### src/design/aps_pkg.sv
// Shared types, constants and helper functions for the acquisition priority scheduler.
// No dependencies; every other design file imports this package.
package aps_pkg;

  localparam int NUM_SATS = 32;
  localparam int PRIO_W   = 16;
  localparam int IDX_W    = $clog2(NUM_SATS);
  localparam int CNT_W    = $clog2(NUM_SATS + 1);
  localparam int SAT_W    = 6;
  localparam int MASK_W   = 32;
  localparam int DATA_W   = 32;

  typedef logic [PRIO_W-1:0] prio_t;
  typedef logic [IDX_W-1:0]  idx_t;

  localparam logic [DATA_W-1:0] SNIFF_RESET = 32'd70000;

  localparam prio_t PRIO_RESET   = prio_t'(32);
  localparam prio_t BUMP_STRONG  = prio_t'(16);
  localparam prio_t BUMP_WEAK    = prio_t'(8);
  localparam prio_t BUMP_NONE    = prio_t'(0);
  localparam prio_t AGE_HIGH_ERR = prio_t'(4);
  localparam prio_t AGE_NORMAL   = prio_t'(1);
  localparam prio_t LAUNCH_DROP  = prio_t'(32);
  localparam prio_t BOOST_STEP   = prio_t'(32);

  localparam logic [1:0] MODE_FINISH = 2'd0;
  localparam logic [1:0] MODE_LAUNCH = 2'd1;
  localparam logic [1:0] MODE_BOOST  = 2'd2;
  localparam logic [1:0] MODE_POWER  = 2'd3;

  typedef struct packed {
    logic [1:0]        mode;
    logic [SAT_W-1:0]  sv_id;
    logic [DATA_W-1:0] power;
    logic [MASK_W-1:0] tracking_mask;
    logic [MASK_W-1:0] acquiring_mask;
    logic [MASK_W-1:0] low_error_mask;
    logic [MASK_W-1:0] high_error_mask;
    logic              channel_exists;
    logic [DATA_W-1:0] channel_power;
    logic [DATA_W-1:0] freq_step;
    logic [DATA_W-1:0] code_offset;
  } item_t;

  typedef struct packed {
    logic              launch_valid;
    logic [SAT_W-1:0]  launch_sv;
    logic              none_eligible;
    logic              add_channel;
    logic              clear_bit_errors;
    logic [DATA_W-1:0] add_freq_step;
    logic [DATA_W-1:0] add_code_offset;
  } result_t;

  typedef struct packed {
    logic load_in;
    logic rd_en;
    logic proc;
    logic drop_wr;
    logic boost_rd;
    logic boost_wr;
    logic load_out;
  } cmd_t;

  typedef struct packed {
    logic [1:0] mode;
    logic       sv_ok;
  } status_t;

  function automatic prio_t sat_add(prio_t p, prio_t amt);
    logic [PRIO_W:0] sum;
    sum = {1'b0, p} + {1'b0, amt};
    return sum[PRIO_W] ? '1 : sum[PRIO_W-1:0];
  endfunction

  function automatic logic mask_bit(logic [MASK_W-1:0] m, idx_t i);
    logic b;
    b = 1'b0;
    if (32'(i) < MASK_W) b = m[5'(i)];
    return b;
  endfunction

  function automatic idx_t next_idx(idx_t i);
    return (32'(i) == NUM_SATS - 1) ? '0 : idx_t'(32'(i) + 1);
  endfunction

endpackage

### src/design/aps_intf.sv
// Handshake channel interfaces: input items, results and configuration writes.
// Depends on aps_pkg for field widths.
interface aps_item_if import aps_pkg::*; ();
  logic              valid;
  logic              ready;
  logic [1:0]        mode;
  logic [SAT_W-1:0]  sv_id;
  logic [DATA_W-1:0] power;
  logic [MASK_W-1:0] tracking_mask;
  logic [MASK_W-1:0] acquiring_mask;
  logic [MASK_W-1:0] low_error_mask;
  logic [MASK_W-1:0] high_error_mask;
  logic              channel_exists;
  logic [DATA_W-1:0] channel_power;
  logic [DATA_W-1:0] freq_step;
  logic [DATA_W-1:0] code_offset;
  modport source (output valid, mode, sv_id, power, tracking_mask, acquiring_mask,
                  low_error_mask, high_error_mask, channel_exists, channel_power,
                  freq_step, code_offset, input ready);
  modport sink (input valid, mode, sv_id, power, tracking_mask, acquiring_mask,
                low_error_mask, high_error_mask, channel_exists, channel_power,
                freq_step, code_offset, output ready);
endinterface

interface aps_result_if import aps_pkg::*; ();
  logic              valid;
  logic              ready;
  logic              launch_valid;
  logic [SAT_W-1:0]  launch_sv;
  logic              none_eligible;
  logic              add_channel;
  logic              clear_bit_errors;
  logic [DATA_W-1:0] add_freq_step;
  logic [DATA_W-1:0] add_code_offset;
  modport source (output valid, launch_valid, launch_sv, none_eligible, add_channel,
                  clear_bit_errors, add_freq_step, add_code_offset, input ready);
  modport sink (input valid, launch_valid, launch_sv, none_eligible, add_channel,
                clear_bit_errors, add_freq_step, add_code_offset, output ready);
endinterface

interface aps_cfg_if import aps_pkg::*; ();
  logic              valid;
  logic              ready;
  logic [DATA_W-1:0] data;
  modport source (output valid, data, input ready);
  modport sink (input valid, data, output ready);
endinterface

### src/design/aps_dpath.sv
// Datapath: priority memory with valid bits, aging/scan pipeline, power decision,
// power_limit register and result register. Depends on aps_pkg; driven by aps_ctrl.
module aps_dpath import aps_pkg::*; (
  input  logic              clk,
  input  logic              rst,
  input  cmd_t              cmd,
  output status_t           status,
  input  item_t             item,
  input  logic              cfg_write,
  input  logic [DATA_W-1:0] cfg_data,
  output result_t           result
);

  prio_t             mem [NUM_SATS];
  logic [NUM_SATS-1:0] vld;

  item_t             item_q;
  logic              sv_ok;
  idx_t              start_idx;
  idx_t              rd_addr;
  idx_t              proc_addr;
  prio_t             rd_data_q;
  logic              rd_vld_q;
  idx_t              best;
  prio_t             best_p;
  logic              found;
  logic [DATA_W-1:0] power_limit;

  logic    sv_in_ok;
  idx_t    sv_in_idx;
  idx_t    ra;
  prio_t   rd_data;
  prio_t   bump_amt;
  prio_t   bumped;
  prio_t   new_p;
  prio_t   drop_p;
  logic    elig;
  logic    wr_en;
  idx_t    wr_addr;
  prio_t   wr_data;
  logic    pwr_add;
  result_t result_next;

  assign sv_in_ok  = (item.sv_id != '0) && (32'(item.sv_id) <= NUM_SATS);
  assign sv_in_idx = sv_in_ok ? idx_t'(32'(item.sv_id) - 1) : idx_t'(NUM_SATS - 1);

  assign status.mode  = item_q.mode;
  assign status.sv_ok = sv_ok;

  assign rd_data = rd_vld_q ? rd_data_q : PRIO_RESET;
  assign ra      = cmd.boost_rd ? start_idx : rd_addr;

  always_comb begin
    if (item_q.power > power_limit) begin
      bump_amt = BUMP_STRONG;
    end else if (item_q.power > (power_limit >> 1)) begin
      bump_amt = BUMP_WEAK;
    end else begin
      bump_amt = BUMP_NONE;
    end
    bumped = (sv_ok && proc_addr == start_idx) ? sat_add(rd_data, bump_amt) : rd_data;
    if (item_q.mode != MODE_FINISH) begin
      new_p = rd_data;
    end else if (mask_bit(item_q.tracking_mask, proc_addr) &&
                 mask_bit(item_q.low_error_mask, proc_addr)) begin
      new_p = '0;
    end else if (mask_bit(item_q.high_error_mask, proc_addr)) begin
      new_p = sat_add(bumped, AGE_HIGH_ERR);
    end else begin
      new_p = sat_add(bumped, AGE_NORMAL);
    end
  end

  assign elig   = !mask_bit(item_q.tracking_mask, proc_addr) &&
                  !mask_bit(item_q.acquiring_mask, proc_addr);
  assign drop_p = (best_p > LAUNCH_DROP) ? prio_t'(best_p - LAUNCH_DROP) : '0;

  always_comb begin
    wr_en   = 1'b0;
    wr_addr = proc_addr;
    wr_data = new_p;
    if (cmd.proc) begin
      wr_en = 1'b1;
    end else if (cmd.drop_wr) begin
      wr_en   = 1'b1;
      wr_addr = best;
      wr_data = drop_p;
    end else if (cmd.boost_wr) begin
      wr_en   = 1'b1;
      wr_addr = start_idx;
      wr_data = sat_add(rd_data, BOOST_STEP);
    end
  end

  assign pwr_add = (item_q.power > power_limit) &&
                   (!item_q.channel_exists ||
                    ({1'b0, item_q.power} > {item_q.channel_power, 1'b0}));

  always_ff @(posedge clk) begin
    if (wr_en) mem[wr_addr] <= wr_data;
    if (cmd.rd_en || cmd.boost_rd) rd_data_q <= mem[ra];
  end

  always_ff @(posedge clk) begin
    if (rst) begin
      vld <= '0;
    end else if (wr_en) begin
      vld[wr_addr] <= 1'b1;
    end
  end

  always_ff @(posedge clk) begin
    if (cmd.rd_en || cmd.boost_rd) rd_vld_q <= vld[ra];
  end

  always_ff @(posedge clk) begin
    if (rst) begin
      power_limit <= SNIFF_RESET;
    end else if (cfg_write) begin
      power_limit <= cfg_data;
    end
  end

  always_ff @(posedge clk) begin
    if (cmd.load_in) begin
      item_q    <= item;
      sv_ok     <= sv_in_ok;
      start_idx <= sv_in_idx;
      rd_addr   <= next_idx(sv_in_idx);
      best      <= sv_in_idx;
      best_p    <= '0;
      found     <= 1'b0;
    end else begin
      if (cmd.rd_en) begin
        rd_addr   <= next_idx(rd_addr);
        proc_addr <= rd_addr;
      end
      // scan order runs from after the start entry and ends on it; ties go to the later one
      if (cmd.proc) begin
        if (elig && (!found || new_p >= best_p)) begin
          found  <= 1'b1;
          best_p <= new_p;
          best   <= proc_addr;
        end else if (!found) begin
          best_p <= new_p;
        end
      end
    end
  end

  always_comb begin
    result_next = '0;
    if (item_q.mode == MODE_FINISH || item_q.mode == MODE_LAUNCH) begin
      result_next.launch_valid  = 1'b1;
      result_next.launch_sv     = SAT_W'(32'(best) + 1);
      result_next.none_eligible = !found;
    end else if (item_q.mode == MODE_POWER && pwr_add) begin
      result_next.add_channel      = 1'b1;
      result_next.clear_bit_errors = item_q.channel_exists;
      result_next.add_freq_step    = item_q.freq_step;
      result_next.add_code_offset  = item_q.code_offset;
    end
  end

  always_ff @(posedge clk) begin
    if (cmd.load_out) result <= result_next;
  end

  a_rw_distinct: assert property (@(posedge clk) disable iff (rst)
    (cmd.proc && cmd.rd_en) |-> (proc_addr != rd_addr))
    else $error("sweep read and write hit the same entry");

  a_drop_below: assert property (@(posedge clk) disable iff (rst)
    cmd.drop_wr |-> (wr_data <= best_p))
    else $error("launch drop raised a priority");

  a_scan_init: assert property (@(posedge clk) disable iff (rst)
    cmd.load_in |=> (!found && best == start_idx))
    else $error("scan state not initialized on transfer");

endmodule

### src/design/aps_ctrl.sv
// Controller state machine: input/result handshakes and command sequencing for aps_dpath.
// Depends on aps_pkg.
module aps_ctrl import aps_pkg::*; (
  input  logic    clk,
  input  logic    rst,
  input  logic    in_valid,
  output logic    in_ready,
  output logic    out_valid,
  input  logic    out_ready,
  input  status_t status,
  output cmd_t    cmd
);

  localparam logic [2:0] S_IDLE  = 3'd0;
  localparam logic [2:0] S_DISP  = 3'd1;
  localparam logic [2:0] S_SWEEP = 3'd2;
  localparam logic [2:0] S_DROP  = 3'd3;
  localparam logic [2:0] S_BRD   = 3'd4;
  localparam logic [2:0] S_BWR   = 3'd5;
  localparam logic [2:0] S_FIN   = 3'd6;

  logic [2:0]       state;
  logic [2:0]       state_next;
  logic [CNT_W-1:0] cnt;
  logic [CNT_W-1:0] cnt_next;
  logic             out_valid_next;

  assign in_ready = (state == S_IDLE) && !rst;

  always_comb begin
    state_next     = state;
    cnt_next       = cnt;
    out_valid_next = out_valid && !out_ready;
    cmd            = '0;
    case (state)
      S_IDLE: begin
        if (in_valid && in_ready) begin
          cmd.load_in = 1'b1;
          state_next  = S_DISP;
        end
      end
      S_DISP: begin
        cnt_next = '0;
        case (status.mode)
          MODE_FINISH, MODE_LAUNCH: state_next = S_SWEEP;
          MODE_BOOST:               state_next = status.sv_ok ? S_BRD : S_FIN;
          default:                  state_next = S_FIN;
        endcase
      end
      S_SWEEP: begin
        cmd.rd_en = (32'(cnt) < NUM_SATS);
        cmd.proc  = (cnt != '0);
        cnt_next  = CNT_W'(32'(cnt) + 1);
        if (32'(cnt) == NUM_SATS) state_next = S_DROP;
      end
      S_DROP: begin
        cmd.drop_wr = 1'b1;
        state_next  = S_FIN;
      end
      S_BRD: begin
        cmd.boost_rd = 1'b1;
        state_next   = S_BWR;
      end
      S_BWR: begin
        cmd.boost_wr = 1'b1;
        state_next   = S_FIN;
      end
      S_FIN: begin
        if (!out_valid || out_ready) begin
          cmd.load_out   = 1'b1;
          out_valid_next = 1'b1;
          state_next     = S_IDLE;
        end
      end
      default: state_next = S_IDLE;
    endcase
  end

  always_ff @(posedge clk) begin
    if (rst) begin
      state     <= S_IDLE;
      cnt       <= '0;
      out_valid <= 1'b0;
    end else begin
      state     <= state_next;
      cnt       <= cnt_next;
      out_valid <= out_valid_next;
    end
  end

  a_load_shows: assert property (@(posedge clk) disable iff (rst)
    cmd.load_out |=> out_valid)
    else $error("result loaded but not offered");

  a_sweep_len: assert property (@(posedge clk) disable iff (rst)
    (state == S_SWEEP && 32'(cnt) == NUM_SATS) |=> (state == S_DROP))
    else $error("sweep did not end after all entries");

  a_fin_holds: assert property (@(posedge clk) disable iff (rst)
    (state == S_FIN && out_valid && !out_ready) |=> (state == S_FIN))
    else $error("finished result overwrote a pending one");

endmodule

### src/design/acquisition_priority_scheduler.sv
// Acquisition priority scheduler top level: one item at a time, one result per item.
// Finish and launch modes sweep all entries before the result is loaded; a boost reads
// and writes back its own entry; a power report or an out-of-range boost has no sweep.
// The next item is taken only after the result is registered; the sweep reads one entry
// and writes one a cycle.
// Synchronous reset: power limit = 70000, every priority reads 32 (valid bits cleared).
module acquisition_priority_scheduler import aps_pkg::*; (
  input logic         clk,
  input logic         rst,
  aps_item_if.sink    item,
  aps_result_if.source result,
  aps_cfg_if.sink     cfg
);

  cmd_t    cmd;
  status_t status;
  item_t   item_s;
  result_t res_s;

  assign item_s.mode            = item.mode;
  assign item_s.sv_id           = item.sv_id;
  assign item_s.power           = item.power;
  assign item_s.tracking_mask   = item.tracking_mask;
  assign item_s.acquiring_mask  = item.acquiring_mask;
  assign item_s.low_error_mask  = item.low_error_mask;
  assign item_s.high_error_mask = item.high_error_mask;
  assign item_s.channel_exists  = item.channel_exists;
  assign item_s.channel_power   = item.channel_power;
  assign item_s.freq_step       = item.freq_step;
  assign item_s.code_offset     = item.code_offset;

  assign cfg.ready = !rst;

  aps_ctrl u_ctrl (
    .clk       (clk),
    .rst       (rst),
    .in_valid  (item.valid),
    .in_ready  (item.ready),
    .out_valid (result.valid),
    .out_ready (result.ready),
    .status    (status),
    .cmd       (cmd)
  );

  aps_dpath u_dpath (
    .clk       (clk),
    .rst       (rst),
    .cmd       (cmd),
    .status    (status),
    .item      (item_s),
    .cfg_write (cfg.valid),
    .cfg_data  (cfg.data),
    .result    (res_s)
  );

  assign result.launch_valid     = res_s.launch_valid;
  assign result.launch_sv        = res_s.launch_sv;
  assign result.none_eligible    = res_s.none_eligible;
  assign result.add_channel      = res_s.add_channel;
  assign result.clear_bit_errors = res_s.clear_bit_errors;
  assign result.add_freq_step    = res_s.add_freq_step;
  assign result.add_code_offset  = res_s.add_code_offset;

endmodule

### src/flat_wrapper.sv
// flat-port wrapper written by rule: the top's interface ports become plain ports
module acquisition_priority_scheduler_flat import aps_pkg::*;
  (clk, rst, item_valid, item_mode, item_sv_id, item_power, item_tracking_mask, item_acquiring_mask, item_low_error_mask, item_high_error_mask, item_channel_exists, item_channel_power, item_freq_step, item_code_offset, item_ready, result_valid, result_launch_valid, result_launch_sv, result_none_eligible, result_add_channel, result_clear_bit_errors, result_add_freq_step, result_add_code_offset, result_ready, cfg_valid, cfg_data, cfg_ready);
  aps_item_if item_i ();
  aps_result_if result_i ();
  aps_cfg_if cfg_i ();
  input logic clk;
  input logic rst;
  input wire logic [$bits(item_i.valid)-1:0] item_valid;
  input wire logic [$bits(item_i.mode)-1:0] item_mode;
  input wire logic [$bits(item_i.sv_id)-1:0] item_sv_id;
  input wire logic [$bits(item_i.power)-1:0] item_power;
  input wire logic [$bits(item_i.tracking_mask)-1:0] item_tracking_mask;
  input wire logic [$bits(item_i.acquiring_mask)-1:0] item_acquiring_mask;
  input wire logic [$bits(item_i.low_error_mask)-1:0] item_low_error_mask;
  input wire logic [$bits(item_i.high_error_mask)-1:0] item_high_error_mask;
  input wire logic [$bits(item_i.channel_exists)-1:0] item_channel_exists;
  input wire logic [$bits(item_i.channel_power)-1:0] item_channel_power;
  input wire logic [$bits(item_i.freq_step)-1:0] item_freq_step;
  input wire logic [$bits(item_i.code_offset)-1:0] item_code_offset;
  output wire logic [$bits(item_i.ready)-1:0] item_ready;
  output wire logic [$bits(result_i.valid)-1:0] result_valid;
  output wire logic [$bits(result_i.launch_valid)-1:0] result_launch_valid;
  output wire logic [$bits(result_i.launch_sv)-1:0] result_launch_sv;
  output wire logic [$bits(result_i.none_eligible)-1:0] result_none_eligible;
  output wire logic [$bits(result_i.add_channel)-1:0] result_add_channel;
  output wire logic [$bits(result_i.clear_bit_errors)-1:0] result_clear_bit_errors;
  output wire logic [$bits(result_i.add_freq_step)-1:0] result_add_freq_step;
  output wire logic [$bits(result_i.add_code_offset)-1:0] result_add_code_offset;
  input wire logic [$bits(result_i.ready)-1:0] result_ready;
  input wire logic [$bits(cfg_i.valid)-1:0] cfg_valid;
  input wire logic [$bits(cfg_i.data)-1:0] cfg_data;
  output wire logic [$bits(cfg_i.ready)-1:0] cfg_ready;
  assign item_i.valid = item_valid;
  assign item_i.mode = item_mode;
  assign item_i.sv_id = item_sv_id;
  assign item_i.power = item_power;
  assign item_i.tracking_mask = item_tracking_mask;
  assign item_i.acquiring_mask = item_acquiring_mask;
  assign item_i.low_error_mask = item_low_error_mask;
  assign item_i.high_error_mask = item_high_error_mask;
  assign item_i.channel_exists = item_channel_exists;
  assign item_i.channel_power = item_channel_power;
  assign item_i.freq_step = item_freq_step;
  assign item_i.code_offset = item_code_offset;
  assign item_ready = item_i.ready;
  assign result_valid = result_i.valid;
  assign result_launch_valid = result_i.launch_valid;
  assign result_launch_sv = result_i.launch_sv;
  assign result_none_eligible = result_i.none_eligible;
  assign result_add_channel = result_i.add_channel;
  assign result_clear_bit_errors = result_i.clear_bit_errors;
  assign result_add_freq_step = result_i.add_freq_step;
  assign result_add_code_offset = result_i.add_code_offset;
  assign result_i.ready = result_ready;
  assign cfg_i.valid = cfg_valid;
  assign cfg_i.data = cfg_data;
  assign cfg_ready = cfg_i.ready;
  acquisition_priority_scheduler u_core (.clk(clk), .rst(rst), .item(item_i), .result(result_i), .cfg(cfg_i));
endmodule
### config.mk
export PLATFORM = sky130hd
export DESIGN_NAME = acquisition_priority_scheduler_flat
export DESIGN_NICKNAME = d
export VERILOG_FILES = /design/src/design/aps_pkg.sv /design/src/design/aps_intf.sv /design/src/design/aps_dpath.sv /design/src/design/aps_ctrl.sv /design/src/design/acquisition_priority_scheduler.sv /design/src/flat_wrapper.sv
export SDC_FILE = /design/constraint.sdc
export NUM_CORES = 1
export LEC_CHECK = 0
export ABC_CLOCK_PERIOD_IN_PS = 17400
export BUFFER_PORTS_ARGS = -buffer_cell sky130_fd_sc_hd__buf_2
export CORE_MARGIN = 3
export CORE_UTILIZATION = 60
export CTS_BUF_LIST = sky130_fd_sc_hd__clkbuf_16
export DETAILED_ROUTE_END_ITERATION = 12
export GPL_TIMING_DRIVEN = 1
export PLACE_DENSITY_LB_ADDON = 0.05
export SETUP_SLACK_MARGIN = 0.3
export SYNTH_ARGS = -nofsm -noshare
export SYNTH_HDL_FRONTEND = slang
export SYNTH_SLANG_ARGS = --single-unit
### constraint.sdc
create_clock -name clk -period 17.4 [get_ports clk]
set_input_delay 3.48 -clock clk [delete_from_list [all_inputs] [get_ports clk]]
set_output_delay 3.48 -clock clk [all_outputs]
set_load 0.02 [all_outputs]
==> results.sh, run 1 <==
export IMPL_min_path_type="flip-flop to flip-flop"
export IMPL_drtAntennaViolNets=0
export IMPL_grt_pass1_vias=27500
export IMPL_io_pins=379
export IMPL_drc=0
export IMPL_initial_core_util=0.611
export IMPL_worstReg2RegStart="u_core.u_dpath.item_q[242]"
export IMPL_grt_overflow_total=0
export IMPL_pre_cts_ws_ns=8.41
export IMPL_slowest_delay_ns=0.96
export IMPL_vdd_drop_max_uv=107
export IMPL_status="complete, no violations"
export IMPL_syn_inst=3189
export IMPL_cts_buffer_depth=3
export IMPL_slew_violations=0
export IMPL_die_area_mm2=0.0738
export IMPL_syn_avg_cell_area_um2=13.3
export IMPL_hold_slack_ns=0.465
export IMPL_antenna_found_initial=9
export IMPL_hpwl_um=67600
export IMPL_dr_first_iter_drc_count=2788
export IMPL_synth_edf_count=883
export IMPL_min_from="u_core.u_dpath.vld[31]"
export IMPL_critPathLaunch="u_core.u_dpath.item_q[242]"
export IMPL_holdPathStages=2
export IMPL_cts_num_sinks=974
export IMPL_nFillCells=4776
export IMPL_crit_path_top_delay_cell="a21oi_1"
export IMPL_grt_start_max_net_pins=192
export IMPL_fin_skew_ns=0.0414
export IMPL_avgViaCountPerCell=6.13
export IMPL_yosysSeqAreaShare=0.669
export IMPL_num_rows=96
export IMPL_grt_pass1_wl_um=161000
export IMPL_pwr_share_seq=0.479
export IMPL_yosys_area_top_type_share=0.626
export IMPL_critPathLaunchType="flip-flop"
export IMPL_cp_end_kind="flip-flop"
export IMPL_fp_dieH_um=272
export IMPL_clkTransAtPathRegs_ns=0.06
export IMPL_maxSlewHeadroom=0.209
export IMPL_p_int_mw=4.19
export IMPL_yosysWarnings=0
export IMPL_wire_per_inst_um=23.3
export IMPL_p_per_area_mw_per_mm2=119
export IMPL_portBuffers=378
export IMPL_synth_ff_type="edfxtp_1"
export IMPL_async_flop_share=0
export IMPL_hold_viol=0
export IMPL_power_switching_share=0.273
export IMPL_fin_setup_tns_ns=0
export IMPL_crit_fanout=13
export IMPL_p_leak_nw=17.6
export IMPL_nNetsFinal=3977
export IMPL_power_switching_mw=1.58
export IMPL_reg2reg_depth=32
export IMPL_yosys_top_cells_area="edfxtp_1 (63%), dfxtp_1 (4.3%), ha_1 (3.7%)"
export IMPL_crit_top_cell="a21o_1"
export IMPL_clock_fmax_mhz=110
export IMPL_synth_area_mm2=0.0424
export IMPL_dr_pass1_iters=8
export IMPL_routed_wl_um=106000
export IMPL_fin_crit_sh=0.523
export IMPL_clock_root_buffer="clkbuf_16"
export IMPL_final_layout_size_suffix_gt1_frac=0.187
export IMPL_rsz0062_at_grt="false"
export IMPL_grt_usage=0.284
export IMPL_cts_buffers=96
export IMPL_worst_pin_slew_ns=1.19
export IMPL_core_area_mm2=0.0693
export IMPL_comb_power_share=0.167
export IMPL_hold_buffers=0
export IMPL_htree_levels=3
export IMPL_drv_max_cap_violation_count=0
export IMPL_synthDistinctLibCells=94
export IMPL_critical_path_arrival_ns=9.63
export IMPL_synth_seq_cells=974
export IMPL_tritoncts="yes"
export IMPL_power_frac_clock=0.353
export IMPL_num_vias=28000
export IMPL_required_ns=17.93
export IMPL_critPathKind="flip-flop to flip-flop"
export IMPL_fin_ws_ns=8.30
export IMPL_layout_min_cycle_time_ns=9.10
export IMPL_die_w_um=272
export IMPL_syn_nets=3617
export IMPL_cts_resized=0
export IMPL_post_cts_buffers=0
export IMPL_yosysTopAreaCell="edfxtp_1"
export IMPL_syn2layout_area_growth_pct=14.6
export IMPL_setup_violations=0
export IMPL_routabilityCongestion=0.903
export IMPL_insertion_delay_ns=0.67
## through the flow
stage | std cells | area (um^2) | utilization | power, mW
after floorplan | 3189 | 42400 | - | 3.43
after global placement | 4382 | 45400 | 0.655 | 3.74
after detailed placement | 4382 | 45400 | 0.655 | 3.76
after CTS | 4558 | 48500 | 0.700 | 5.79
after global routing | 4561 | 48600 | 0.701 | 5.98
final | 4561 | 48600 | 0.701 | 5.77
## placed cells by master, fill, tap and decap left out, drive strengths merged, types with 73 or more instances in the layout
master  synthesis  final
buf            35    444
a21oi         129    129
a31oi          92     92
nor2          198    198
o21ai          73     73
and2          210    210
ha            126    126
nand2         373    373
edfxtp        883    883
dfxtp          91     91
inv           104    128
clkbuf        147     99
a211oi        195    195
## final cells by class
type                    count  area, um^2  share of cell area
flip-flops and latches    974       28300               0.584
clock inverters            77         661              0.0136
multi-input cells        1928       13100               0.270
clock buffers              99        2480              0.0510
repair buffers            444        2410              0.0497
diodes                      3        7.51            0.000155
inverters                 105         402             0.00827
well taps                 931        1160              0.0240
## worst max-delay path, delay by kind of cell, from the launching register on
kind            cells  cell delay (ns)
compound gates     22             5.88
simple gates        6             1.65
fa+ha+maj           3             0.83
flops               1             0.43
buf+inv             1             0.18
## path summary, 6_finish.rpt
path,slack (ns),end
max,8.30,u_core.u_dpath.best_p[7]
min,0.46,u_core.u_dpath.vld[31]
max reg2reg,8.30,u_core.u_dpath.best_p[7]
min reg2reg,0.46,u_core.u_dpath.vld[31]
## layer usage
layer / global-route usage / vias to the layer above / wire length, um / share of wire
met4: 0.101 / 8 / 3640 / 0.034
met1: 0.393 / 13800 / 43800 / 0.41
met5: 0 / - / 37 / 0.00035
met3: 0.0483 / 226 / 7980 / 0.075
li1: - / 12800 / - / -
met2: 0.459 / 1174 / 50900 / 0.48
## synth_stat cells, drive strengths merged (4+ instances only)
cell and instances:
a221o 4, nor3 22, clkbuf 147, a22oi 6, o21ai 73, o22ai 8
mux2i 45, o211ai 15, dfxtp 91, nand2 373, xor2 11, nor4 6
nand3 36, nand2b 15, edfxtp 883, a31oi 92, or3 7, and3 14
o221ai 5, xnor2 28, mux4 37, a311oi 69, a32oi 4, a21o 52
and2 210, o21a 16, o21ba 7, o31ai 6, nand3b 4, buf 35
a221oi 7, nand4 36, a21oi 129, a211oi 195, inv 104, nor2 198
a21boi 4, ha 126, nor2b 17
## flip-flops by register name (all words and copies together) (netlist names)
register / count
u_core.u_dpath.best_p: 16
u_core.u_dpath.power_limit: 32
u_core.u_dpath.proc_addr: 5
u_core.u_dpath.start_idx: 5
u_core.u_dpath.found: 1
u_core.u_dpath.rd_vld_q: 1
u_core.u_dpath.rd_data_q: 16
u_core.u_ctrl.cnt: 6
u_core.u_dpath.vld: 32
u_core.u_dpath.result: 74
u_core.u_dpath.sv_ok: 1
u_core.u_dpath.mem: 512
u_core.u_dpath.best: 5
u_core.u_dpath.rd_addr: 5
u_core.u_ctrl.out_valid: 1
u_core.u_ctrl.state: 3
u_core.u_dpath.status: 2
u_core.u_dpath.item_q: 257
## logic make-up after synthesis
logic type	count (synthesis)	share of synthesized area
adder cells (fa/ha/maj)	126	0.0372
AND/OR/NAND/NOR	953	0.108
XOR/XNOR	39	0.00842
flip-flops	974	0.669
AO/OA/AOI/OAI	726	0.120
multiplexers	84	0.0308
buffers and inverters	287	0.0268
## power groups by stage
| stage | Combinational (mW) | Clock [mW] | Sequential (mW) |
|---|---|---|---|
| floorplan | 0.623 | 0 | 2.81 |
| global placement | 0.932 | 0 | 2.81 |
| detailed placement | 0.954 | 0 | 2.81 |
| CTS | 0.959 | 2.07 | 2.76 |
| global route | 1.05 | 2.17 | 2.77 |
| finish | 0.966 | 2.04 | 2.76 |
No activity file was read; power rests on OpenSTA's default activity.
==> run 2, diff against run 1 <==
--- a/config.mk
+++ b/config.mk
@@ -5,7 +5,7 @@
 export SDC_FILE = /design/constraint.sdc
 export NUM_CORES = 1
 export LEC_CHECK = 0
-export ABC_CLOCK_PERIOD_IN_PS = 17400
+export ABC_CLOCK_PERIOD_IN_PS = 9000
 export BUFFER_PORTS_ARGS = -buffer_cell sky130_fd_sc_hd__buf_2
 export CORE_MARGIN = 3
 export CORE_UTILIZATION = 60
==> constraint.sdc (replaced) <==
create_clock -name clk -period 9 [get_ports clk]
set_input_delay 1.8 -clock clk [delete_from_list [all_inputs] [get_ports clk]]
set_output_delay 1.8 -clock clk [all_outputs]
set_load 0.02 [all_outputs]
==> run 2 against run 1 <==
  * Non-clock buffer count up 4
  * Critical path depth unchanged
  * Utilization up 0.20 points
  * Die area unchanged
  * Combinational power up 95%
  * Cell count up 0.22%
  * Routed wire length up 0.28%
  * Clock power up 96%
  * Critical endpoint is now u_core.u_dpath.best_p[10]
  * Highest routed layer unchanged
==> results.sh, run 2 (synthesis gave the netlist of run 1 again) <==
export IMPL_status="complete, no violations"
export IMPL_slew_violations=0
export IMPL_slowest_delay_ns=0.45
export IMPL_largest_register_ffs=512
export IMPL_avgViaCountPerCell=6.12
export IMPL_crit_fanout=18
export IMPL_num_rows=96
export IMPL_grt_usage=0.285
export IMPL_grt_pass1_wl_um=161000
export IMPL_tritoncts="yes"
export IMPL_hpwl_um=68600
export IMPL_hold_buffers=0
export IMPL_cp_top_family="compound AO/OA/AOI/OAI gates"
export IMPL_die_area_mm2=0.0738
export IMPL_portBuffers=378
export IMPL_m1WireLength_um=43700
export IMPL_worst_pin_slew_ns=1.31
export IMPL_fp_dieH_um=272
export IMPL_dr_pass1_iters=7
export IMPL_highest_layer="met5"
export IMPL_final_util=0.703
export IMPL_required_ns=9.51
export IMPL_fin_crit_sh=0.897
export IMPL_num_vias=28000
export IMPL_fin_skew_ns=0.0597
export IMPL_crit_top_cell="a21o_1"
export IMPL_routed_wl_um=107000
export IMPL_nNetsFinal=3982
export IMPL_top_regs="u_core.u_dpath.mem: 512 flops, u_core.u_dpath.item_q: 257 flops, u_core.u_dpath.result: 74 flops"
export IMPL_hold_viol=0
export IMPL_grt_pass1_vias=27700
export IMPL_final_common_cell="edfxtp_1"
export IMPL_fin_setup_tns_ns=0
export IMPL_routabilityCongestion=0.919
export IMPL_holdPathStages=2
export IMPL_layout_min_cycle_time_ns=8.07
export IMPL_dr_first_iter_drc_count=2653
export IMPL_critPathLaunchType="flip-flop"
export IMPL_initial_core_util=0.611
export IMPL_largest_register="u_core.u_dpath.mem"
export IMPL_final_layout_size_suffix_gt1_frac=0.190
export IMPL_final_seq_area_mm2=0.0283
export IMPL_drc=0
export IMPL_htree_levels=3
export IMPL_io_pins=379
export IMPL_clock_fmax_mhz=124
export IMPL_cts_buffers=97
export IMPL_die_w_um=272
export IMPL_drtAntennaViolNets=0
export IMPL_clock_root_buffer="clkbuf_16"
export IMPL_vdd_drop_max_uv=250
export IMPL_crit_buf_inv=1
export IMPL_critPathKind="flip-flop to flip-flop"
export IMPL_drv_max_cap_violation_count=0
export IMPL_core_area_mm2=0.0693
export IMPL_min_from="u_core.u_dpath.vld[15]"
export IMPL_worstReg2RegStart="u_core.u_dpath.item_q[242]"
export IMPL_met3_length_um=7720
export IMPL_critical_path_arrival_ns=8.59
export IMPL_rsz0062_at_grt="false"
export IMPL_cp_end_kind="flip-flop"
export IMPL_cts_num_sinks=974
export IMPL_min_path_type="flip-flop to flip-flop"
export IMPL_maxSlewHeadroom=0.127
export IMPL_min_to="u_core.u_dpath.vld[15]"
export IMPL_cts_buffer_depth=3
export IMPL_wire_per_inst_um=23.3
export IMPL_antenna_found_initial=4
export IMPL_grt_overflow_total=0
export IMPL_p_leak_nw=17.7
export IMPL_reg2reg_depth=32
export IMPL_syn2layout_area_growth_pct=14.9
export IMPL_setup_violations=0
export IMPL_clkTransAtPathRegs_ns=0.06
export IMPL_reg2reg_slack_ns=0.93
export IMPL_multi_input_area_mm2=0.0131
export IMPL_insertion_delay_ns=0.67
export IMPL_grt_start_max_net_pins=217
export IMPL_crit_path_top_delay_cell="a221oi_2"
export IMPL_p_per_area_mw_per_mm2=230
export IMPL_nFillCells=4674
export IMPL_r2r_end="u_core.u_dpath.best_p[10]"
export IMPL_final_cell_mix="edfxtp_1 (883), buf_2 (378), nand2_1 (372), and2_1 (206), nor2_1 (198)"
export IMPL_wl_met2_um=51300
## run 2: cell count changes in the layout (fill, tap and decap cells not counted), moves of 2 or more
| cell | previous run | this run |
|---|---|---|
| buf_4 | 64 | 66 |
| buf_12 | 2 | 4 |
| clkinv_1 | 22 | 20 |
| clkinvlp_4 | 3 | 9 |
| inv_1 | 124 | 127 |
## run 2: report_power, final
group	switching, mW	total (mW)	internal, mW
logic	1.27	1.88	0.609
registers	0.106	5.35	5.24
clock network	1.71	3.99	2.29
## run 2: routing by layer
| layer | up-vias | track usage |
|---|---|---|
| met1 | 13700 | 0.397 |
| met5 | - | 0 |
| li1 | 12800 | - |
| met3 | 210 | 0.0420 |
| met2 | 1229 | 0.460 |
| met4 | 2 | 0.107 |
## run 2: tightest hold or removal path, stage by stage (launching register included)
cell and delay [ns]:
dfxtp_1 0.31, nor2_1 0.04, nor2_1 0.07
## run 2: metrics by stage
stage / hold slack [ns] / area, um^2 / power (mW) / instances / worst slack (ns)
2_1_floorplan: 0.432 / 42400 / 6.61 / 3189 / 1.50
3_3_place_gp: 0.441 / 45400 / 7.25 / 4384 / 0.698
3_5_place_dp: 0.450 / 45400 / 7.29 / 4384 / 0.490
4_1_cts: 0.463 / 48700 / 11.3 / 4567 / 0.410
5_1_grt: 0.483 / 48700 / 11.6 / 4570 / 0.322
6_report: 0.458 / 48700 / 11.2 / 4571 / 0.925
## run 2: cell type report
cell class,count,area share
well taps,931,0.0239
clock inverters,85,0.0158
clock buffers,98,0.0504
repair buffers,448,0.0507
inverters,105,0.00825
diodes,2,0.000103
multi-input cells,1928,0.269
flip-flops and latches,974,0.582
## run 2: worst max-delay path by stage
stage	from	endpoint	slack (ns)	cells past startpoint
final	u_core.u_dpath.item_q[242]	u_core.u_dpath.best_p[10]	0.93	32
after global routing	u_core.u_dpath.item_q[242]	u_core.u_dpath.best_p[12]	0.32	32
after CTS	u_core.u_dpath.item_q[242]	u_core.u_dpath.best_p[10]	0.41	35
after detailed placement	u_core.u_dpath.item_q[242]	u_core.u_dpath.best_p[10]	0.49	35
after global placement	u_core.u_dpath.item_q[242]	u_core.u_dpath.best_p[10]	0.70	35
after floorplan	rst	u_core.u_dpath.best[1]	1.50	7
## run 2: what timing repair did
action	CTS	global route
endpoints found under the hold margin	0	0
buffers inserted	0	2
gates resized for setup	0	5
setup endpoints to repair	0	21
